### config.mk
export PLATFORM = sky130hd
export DESIGN_NAME = tile_two_color_pattern_encoder_top_flat
export DESIGN_NICKNAME = d
export VERILOG_FILES = /design/src/sv/ttcpe_pkg.sv /design/src/sv/ttcpe_ifs.sv /design/src/sv/tile_two_color_pattern_encoder_top.sv /design/src/flat_wrapper.sv
export SDC_FILE = /design/constraint.sdc
export NUM_CORES = 1
export LEC_CHECK = 0
export BUFFER_PORTS_ARGS = -buffer_cell sky130_fd_sc_hd__buf_2
export CORE_ASPECT_RATIO = 1.1
export CORE_MARGIN = 2
export CORE_UTILIZATION = 35
export CTS_CLUSTER_DIAMETER = 60
export DETAILED_ROUTE_END_ITERATION = 7
export GPL_ROUTABILITY_DRIVEN = 0
export PLACE_DENSITY = 0.56
export RECOVER_POWER = 50
export SYNTH_ARGS = -nofsm -noshare
export SYNTH_HDL_FRONTEND = slang
export SYNTH_SLANG_ARGS = --single-unit
### constraint.sdc
create_clock -name i_clk -period 6.6 [get_ports i_clk]
set_clock_uncertainty 0.2 [all_clocks]
set_input_delay 0.33 -clock i_clk [delete_from_list [all_inputs] [get_ports i_clk]]
set_output_delay 0.33 -clock i_clk [all_outputs]
set_load 0.005 [all_outputs]
### src/sv/ttcpe_pkg.sv
// Package for the two-color tile pattern encoder.
// Holds field widths, limits and the input and result transaction types.
// No dependencies.
package ttcpe_pkg;

    localparam int PIX_W          = 4;
    localparam int NUM_PIX        = 8;
    localparam int BYTE_W         = 8;
    localparam int ADDR_W         = 13;
    localparam int COUNT_W        = 10;
    localparam int TBL_W          = 2;
    localparam int LINE_SEL_W     = 3;
    localparam int TABLE_SHIFT    = 11;
    localparam int MAX_TABLES_DEF = 3;

    localparam logic [TBL_W-1:0]   NUM_TABLES_RST = 2'd3;
    localparam logic [COUNT_W-1:0] WRONG_LIMIT    = 10'd768;

    typedef logic [PIX_W-1:0] t_pixel;

    typedef struct packed {
        logic   frame_start;
        t_pixel pixel_0;
        t_pixel pixel_1;
        t_pixel pixel_2;
        t_pixel pixel_3;
        t_pixel pixel_4;
        t_pixel pixel_5;
        t_pixel pixel_6;
        t_pixel pixel_7;
    } t_line_in;

    typedef struct packed {
        logic [ADDR_W-1:0]  table_address;
        logic [BYTE_W-1:0]  pattern_byte;
        logic [BYTE_W-1:0]  color_byte;
        logic [BYTE_W-1:0]  bad_pixels;
        logic               tile_done;
        logic               tile_wrong;
        logic [COUNT_W-1:0] wrong_count;
        logic               frame_done;
    } t_line_out;

endpackage

### src/sv/ttcpe_ifs.sv
// Valid/ready channel interfaces for the two-color tile pattern encoder.
// Depends on ttcpe_pkg for the payload types.
interface ttcpe_in_if import ttcpe_pkg::*; ();
    logic     valid;
    logic     ready;
    t_line_in data;

    modport source (output valid, output data, input ready);
    modport sink   (input valid, input data, output ready);
endinterface

interface ttcpe_out_if import ttcpe_pkg::*; ();
    logic      valid;
    logic      ready;
    t_line_out data;

    modport source (output valid, output data, input ready);
    modport sink   (input valid, input data, output ready);
endinterface

interface ttcpe_cfg_if import ttcpe_pkg::*; ();
    logic             valid;
    logic             ready;
    logic [TBL_W-1:0] data;

    modport source (output valid, output data, input ready);
    modport sink   (input valid, input data, output ready);
endinterface

### src/sv/tile_two_color_pattern_encoder_top.sv
// Two-color tile pattern encoder: one 8-pixel tile line in, one encoded line out.
// Each line passes through the input register and then the result register before its
// result transaction is offered. Throughput: one line per cycle, limited only by the
// output side taking results. Reset clears the line counter, tile flag, wrong tile
// count and both pipeline valids, and sets the table count to 3.
// Depends on ttcpe_pkg and the channel interfaces in ttcpe_ifs.sv.
module tile_two_color_pattern_encoder_top
    import ttcpe_pkg::*;
#(
    parameter int MAX_TABLES = MAX_TABLES_DEF
) (
    input  logic         i_clk,
    input  logic         i_rst_n,
    ttcpe_cfg_if.sink    i_cfg,
    ttcpe_in_if.sink     i_in,
    ttcpe_out_if.source  o_out
);

    localparam logic [TBL_W-1:0] MaxTab = TBL_W'(MAX_TABLES);

    logic [TBL_W-1:0]   r_num_tables;
    logic               r_in_valid;
    t_line_in           r_in;
    logic               r_out_valid;
    t_line_out          r_out;
    logic [ADDR_W-1:0]  r_line;
    logic               r_tile_bad;
    logic [COUNT_W-1:0] r_wrong;

    logic               advance;
    t_pixel             px [NUM_PIX];
    t_pixel             bg;
    t_pixel             fg;
    logic [BYTE_W-1:0]  pattern;
    logic [BYTE_W-1:0]  bad;
    logic [TBL_W-1:0]   tables_used;
    logic [ADDR_W-1:0]  last_addr;
    logic [ADDR_W-1:0]  addr;
    logic               cur_bad;
    logic [COUNT_W-1:0] cur_wrong;
    logic               done;
    logic               fdone;
    logic               wrong;
    t_line_out          n_out;
    logic [ADDR_W-1:0]  n_line;
    logic               n_tile_bad;
    logic [COUNT_W-1:0] n_wrong;

    assign i_cfg.ready = 1'b1;
    assign advance     = r_in_valid && (!r_out_valid || o_out.ready);
    assign i_in.ready  = !r_in_valid || advance;
    assign o_out.valid = r_out_valid;
    assign o_out.data  = r_out;

    assign px[0] = r_in.pixel_0;
    assign px[1] = r_in.pixel_1;
    assign px[2] = r_in.pixel_2;
    assign px[3] = r_in.pixel_3;
    assign px[4] = r_in.pixel_4;
    assign px[5] = r_in.pixel_5;
    assign px[6] = r_in.pixel_6;
    assign px[7] = r_in.pixel_7;
    assign bg    = px[0];

    // The foreground is the leftmost pixel that differs from the background.
    always_comb begin
        fg = '0;
        for (int x = NUM_PIX - 1; x > 0; x--) begin
            if (px[x] != bg) begin
                fg = px[x];
            end
        end
    end

    always_comb begin
        for (int x = 0; x < NUM_PIX; x++) begin
            pattern[NUM_PIX-1-x] = (px[x] != bg);
            bad[NUM_PIX-1-x]     = (px[x] != bg) && (px[x] != fg);
        end
    end

    always_comb begin
        tables_used = r_num_tables;
        if (tables_used == '0) begin
            tables_used = TBL_W'(1);
        end
        if (tables_used > MaxTab) begin
            tables_used = MaxTab;
        end
    end

    assign last_addr = {tables_used, {TABLE_SHIFT{1'b0}}} - ADDR_W'(1);

    // A frame start line sees all running state as cleared.
    assign addr      = r_in.frame_start ? '0 : r_line;
    assign cur_bad   = r_in.frame_start ? 1'b0 : r_tile_bad;
    assign cur_wrong = r_in.frame_start ? '0 : r_wrong;

    assign done  = (addr[LINE_SEL_W-1:0] == {LINE_SEL_W{1'b1}});
    assign fdone = (addr >= last_addr);
    assign wrong = done && (cur_bad || (bad != '0));

    always_comb begin
        n_wrong = cur_wrong;
        if (wrong && (cur_wrong < WRONG_LIMIT)) begin
            n_wrong = cur_wrong + COUNT_W'(1);
        end

        n_out.table_address = addr;
        n_out.pattern_byte  = pattern;
        n_out.color_byte    = {fg, bg};
        n_out.bad_pixels    = bad;
        n_out.tile_done     = done;
        n_out.tile_wrong    = wrong;
        n_out.wrong_count   = n_wrong;
        n_out.frame_done    = fdone;

        n_tile_bad = done ? 1'b0 : (cur_bad || (bad != '0));
        n_line     = addr + ADDR_W'(1);
        if (fdone) begin
            n_line     = '0;
            n_tile_bad = 1'b0;
            n_wrong    = '0;
        end
    end

    always_ff @(posedge i_clk) begin
        if (!i_rst_n) begin
            r_num_tables <= NUM_TABLES_RST;
            r_in_valid   <= 1'b0;
            r_out_valid  <= 1'b0;
            r_line       <= '0;
            r_tile_bad   <= 1'b0;
            r_wrong      <= '0;
        end else begin
            if (i_cfg.valid) begin
                r_num_tables <= i_cfg.data;
            end
            if (i_in.ready) begin
                r_in_valid <= i_in.valid;
            end
            if (advance) begin
                r_out_valid <= 1'b1;
                r_line      <= n_line;
                r_tile_bad  <= n_tile_bad;
                r_wrong     <= n_wrong;
            end else if (o_out.ready) begin
                r_out_valid <= 1'b0;
            end
        end
    end

    always_ff @(posedge i_clk) begin
        if (i_in.valid && i_in.ready) begin
            r_in <= i_in.data;
        end
        if (advance) begin
            r_out <= n_out;
        end
    end

endmodule

### src/flat_wrapper.sv
// flat-port wrapper written by rule: the top's interface ports become plain ports
module tile_two_color_pattern_encoder_top_flat import ttcpe_pkg::*;
#(
    parameter int MAX_TABLES = MAX_TABLES_DEF
)
  (i_clk, i_rst_n, i_cfg_valid, i_cfg_data, i_cfg_ready, i_in_valid, i_in_data, i_in_ready, o_out_valid, o_out_data, o_out_ready);
  ttcpe_cfg_if i_cfg_i ();
  ttcpe_in_if i_in_i ();
  ttcpe_out_if o_out_i ();
  input  logic i_clk;
  input  logic i_rst_n;
  input wire logic [$bits(i_cfg_i.valid)-1:0] i_cfg_valid;
  input wire logic [$bits(i_cfg_i.data)-1:0] i_cfg_data;
  output wire logic [$bits(i_cfg_i.ready)-1:0] i_cfg_ready;
  input wire logic [$bits(i_in_i.valid)-1:0] i_in_valid;
  input wire logic [$bits(i_in_i.data)-1:0] i_in_data;
  output wire logic [$bits(i_in_i.ready)-1:0] i_in_ready;
  output wire logic [$bits(o_out_i.valid)-1:0] o_out_valid;
  output wire logic [$bits(o_out_i.data)-1:0] o_out_data;
  input wire logic [$bits(o_out_i.ready)-1:0] o_out_ready;
  assign i_cfg_i.valid = i_cfg_valid;
  assign i_cfg_i.data = i_cfg_data;
  assign i_cfg_ready = i_cfg_i.ready;
  assign i_in_i.valid = i_in_valid;
  assign i_in_i.data = i_in_data;
  assign i_in_ready = i_in_i.ready;
  assign o_out_valid = o_out_i.valid;
  assign o_out_data = o_out_i.data;
  assign o_out_i.ready = o_out_ready;
  tile_two_color_pattern_encoder_top #(.MAX_TABLES(MAX_TABLES)) u_core (.i_clk(i_clk), .i_rst_n(i_rst_n), .i_cfg(i_cfg_i), .i_in(i_in_i), .o_out(o_out_i));
endmodule
==> impl_metrics.py <==
metrics = {
    "floorplanning": {
        "io-pin-count": 93,
        "num_rows": 47,
        "chipHeight_um": 133,
        "die-area_um2": 16100,
        "fp.coreArea_um2": 14900,
        "start_util_pct": 35.5,
        "die-width_um": 121,
    },
    "finish": {
        "regArea_um2": 2990,
        "fillers": 1459,
        "multi_input_area_um2": 2150,
        "syn_to_final_growth_pct": 23.2,
        "finalNetCount": 609,
        "postLayoutCoreUtil_pct": 43.7,
        "drive_gt1_share_pct": 15.8,
        "num_antenna_cells": 0,
    },
    "clock_tree": {
        "ctsHtreeMaxLevel": 3,
        "clk_pin_slew_ns": 0.07,
        "insertion_delay_ns": 0.35,
        "clockRootBuffer": "clkbuf_16",
        "cts_buffer_depth": 2,
        "cts_setup_buffers": 0,
        "cts_tree": "built",
        "cts_buffers": 9,
        "cts.sinks": 109,
    },
    "synth": {
        "ys_seq_elements": 109,
        "async_flop_share_pct": 0,
        "yosys_warnings": 0,
        "syn_inst": 444,
        "synth-main-ff-cell": "edfxtp_1",
        "synth_cell_types": 63,
        "synth.most_common_cell": "edfxtp_1",
        "synth_seq_area_share_pct": 56.5,
        "synth_commonest_cells": "edfxtp_1 (81), xnor2_1 (35), xor2_1 (30)",
        "netlist_area_um2": 5300,
        "avgSynthCellArea_um2": 11.9,
        "yosys-top-cells-area": "edfxtp_1 (46%), dfxtp_1 (11%), xnor2_1 (5.8%)",
        "yosys.area.top_type": "edfxtp_1",
        "synth_top_area_share_pct": 45.9,
        "synth_edf_count": 81,
    },
    "place": {
        "port_buffers": 89,
        "place_hpwl_um": 8360,
        "post-place-ws_ns": 2.02,
    },
    "global_routing": {
        "grt_max_degree": 44,
        "grt_pass1_wl_um": 19200,
        "gr-usage-all-layers_pct": 15.2,
        "grt_pass1_vias": 3676,
        "antenna_found_initial": 0,
        "overflow": 0,
    },
    "sta": {
        "fin_crit_sh_pct": 68.7,
        "min_period_ns": 4.54,
        "setup_viol": 0,
        "max_freq_ghz": 0.220,
        "finalSetupTns_ns": 0,
        "worst_pin_slew_ns": 1.85,
        "maxSlewViolCount": 34,
        "rsz0062_at_grt": "no",
        "relSlewSlack_pct": -23.6,
        "setup_ws_ns": 2.06,
        "timing.hold.ws_ns": 0.00417,
        "hold_viol": 0,
    },
    "route": {
        "wl_um": 11900,
        "ant_nets": 0,
        "drc": 0,
        "via_count": 3785,
        "wl_per_cell_um": 15.6,
        "drt-pass1-iter-count": 4,
        "drt_iter0_markers": 225,
        "drt-vias-per-instance": 4.95,
    },
    "setup_path": {
        "crit_path_start_kind": "flip-flop",
        "critPathKind": "reg2reg",
        "reg2reg_setup_slack_ns": 2.06,
        "crit_arrival_ns": 4.63,
        "crit_path_max_fanout": 36,
        "end_kind": "flip-flop",
        "required_ns": 6.70,
    },
    "power": {
        "leakagePower_nw": 2.33,
        "power_density_nw_per_um2": 228,
        "ir_drop_mv": 0.122,
    },
    "worst_hold_path": {
        "holdCritPathClass": "in2reg",
    },
    "status": {
        "outcome": "finished, violations left",
        "violations": "max-capacitance violations, max-slew violations",
    },
    "job": {
        "maxCapViolCount": 1,
    },
}
area by class of cell:
class	count	area share [%]
clock inverters	3	0.651
well taps	196	3.75
flip-flops and latches	109	45.8
repair buffers	127	11.9
multi-input cells	301	33.0
clock buffers	13	4.00
inverters	16	0.920
report_power, final:
part	leakage (nW)	switching (W)	internal, W
sequential	0.966	0.0000224	0.000767
clock	0.145	0.000237	0.000317
combinational	1.22	0.0000780	0.0000649
critical path: stages (launching register included):
cell and delay (ns):
edfxtp_1 0.32, clkbuf_1 1.07, nor2b_1 0.23, ha_1 0.31, and4b_1 0.23, nand4_1 0.17, o2bb2ai_1 0.10, a21o_1 0.17
a21o_1 0.36, nor2_1 0.39, nand2_1 0.25, nor2_1 0.34, nand2_1 0.09, a21oi_1 0.12, a221o_1 0.11
final timing paths:
kind | start | cells after the start | to
min | i_cfg_data[1] | 3 | u_core.r_num_tables[1]
max | u_core.r_in[32] | 14 | u_core.r_wrong[7]
min reg2reg | u_core.r_wrong[1] | 1 | u_core.r_wrong[1]
max reg2reg | u_core.r_in[32] | 14 | u_core.r_wrong[7]
per-layer routing:
layer / global-route usage, % / share of wire (%) / vias to the layer above
met1: 21.9 / 49 / 1803
li1: - / - / 1863
met3: 2.97 / 5.3 / 11
met4: 5.36 / 1.5 / 0
met5: 0 / 0 / -
met2: 22.6 / 45 / 108
sequential cells by signal, indices dropped and copies added, names as in the netlist:
register,flops
u_core.px,28
u_core.r_wrong,10
u_core.r_tile_bad,1
u_core.bg,4
u_core.r_num_tables,2
u_core.r_in_valid,1
u_core.r_line,13
u_core.r_in,1
u_core.o_out.data,48
u_core.o_out.valid,1
layout by cell type (no fill, tap or decap), types with 5 or more instances in the layout:
| master | Yosys | routed |
|---|---|---|
| a21o_1 | 7 | 7 |
| a21oi_1 | 17 | 17 |
| and2_1 | 11 | 11 |
| and3_1 | 5 | 5 |
| buf_2 | 4 | 63 |
| clkbuf_1 | 9 | 31 |
| clkbuf_16 | 0 | 10 |
| dfxtp_1 | 28 | 28 |
| dlygate4sd3_1 | 0 | 34 |
| edfxtp_1 | 81 | 81 |
| ha_1 | 5 | 5 |
| inv_1 | 15 | 14 |
| nand2_1 | 28 | 28 |
| nand2b_1 | 6 | 6 |
| nand3_1 | 10 | 10 |
| nand4_1 | 5 | 5 |
| nor2_1 | 16 | 16 |
| nor2b_1 | 29 | 29 |
| nor3_1 | 11 | 11 |
| o21ai_0 | 6 | 6 |
| o311ai_1 | 5 | 5 |
| xnor2_1 | 35 | 35 |
| xor2_1 | 30 | 30 |
logic make-up (layout without fill, tap and decap cells):
kind of cell | count (synthesis) | count (layout) | synth area share [%]
simple gates | 144 | 144 | 15.8
compound gates | 79 | 79 | 11.8
xor+xnor | 65 | 65 | 10.7
other cells | 2 | 4 | 0.142
flops | 109 | 109 | 56.5
mux | 4 | 4 | 0.779
fa+ha+maj | 5 | 5 | 1.18
buf+inv | 36 | 159 | 3.07
per-stage QoR:
step | cell area [um2] | instances | total power [W]
finish | 6530 | 765 | 0.00149
global route | 6530 | 765 | 0.00154
CTS | 6570 | 765 | 0.00150
detailed placement | 5930 | 715 | 0.000935
global placement | 5930 | 715 | 0.000932
floorplan | 5310 | 446 | 0.000886
what timing repair did:
item,CTS,global route
gates resized for setup,0,0
hold endpoints to repair,34,0
hold buffers,34,0
(Power assumes the default switching activity.)
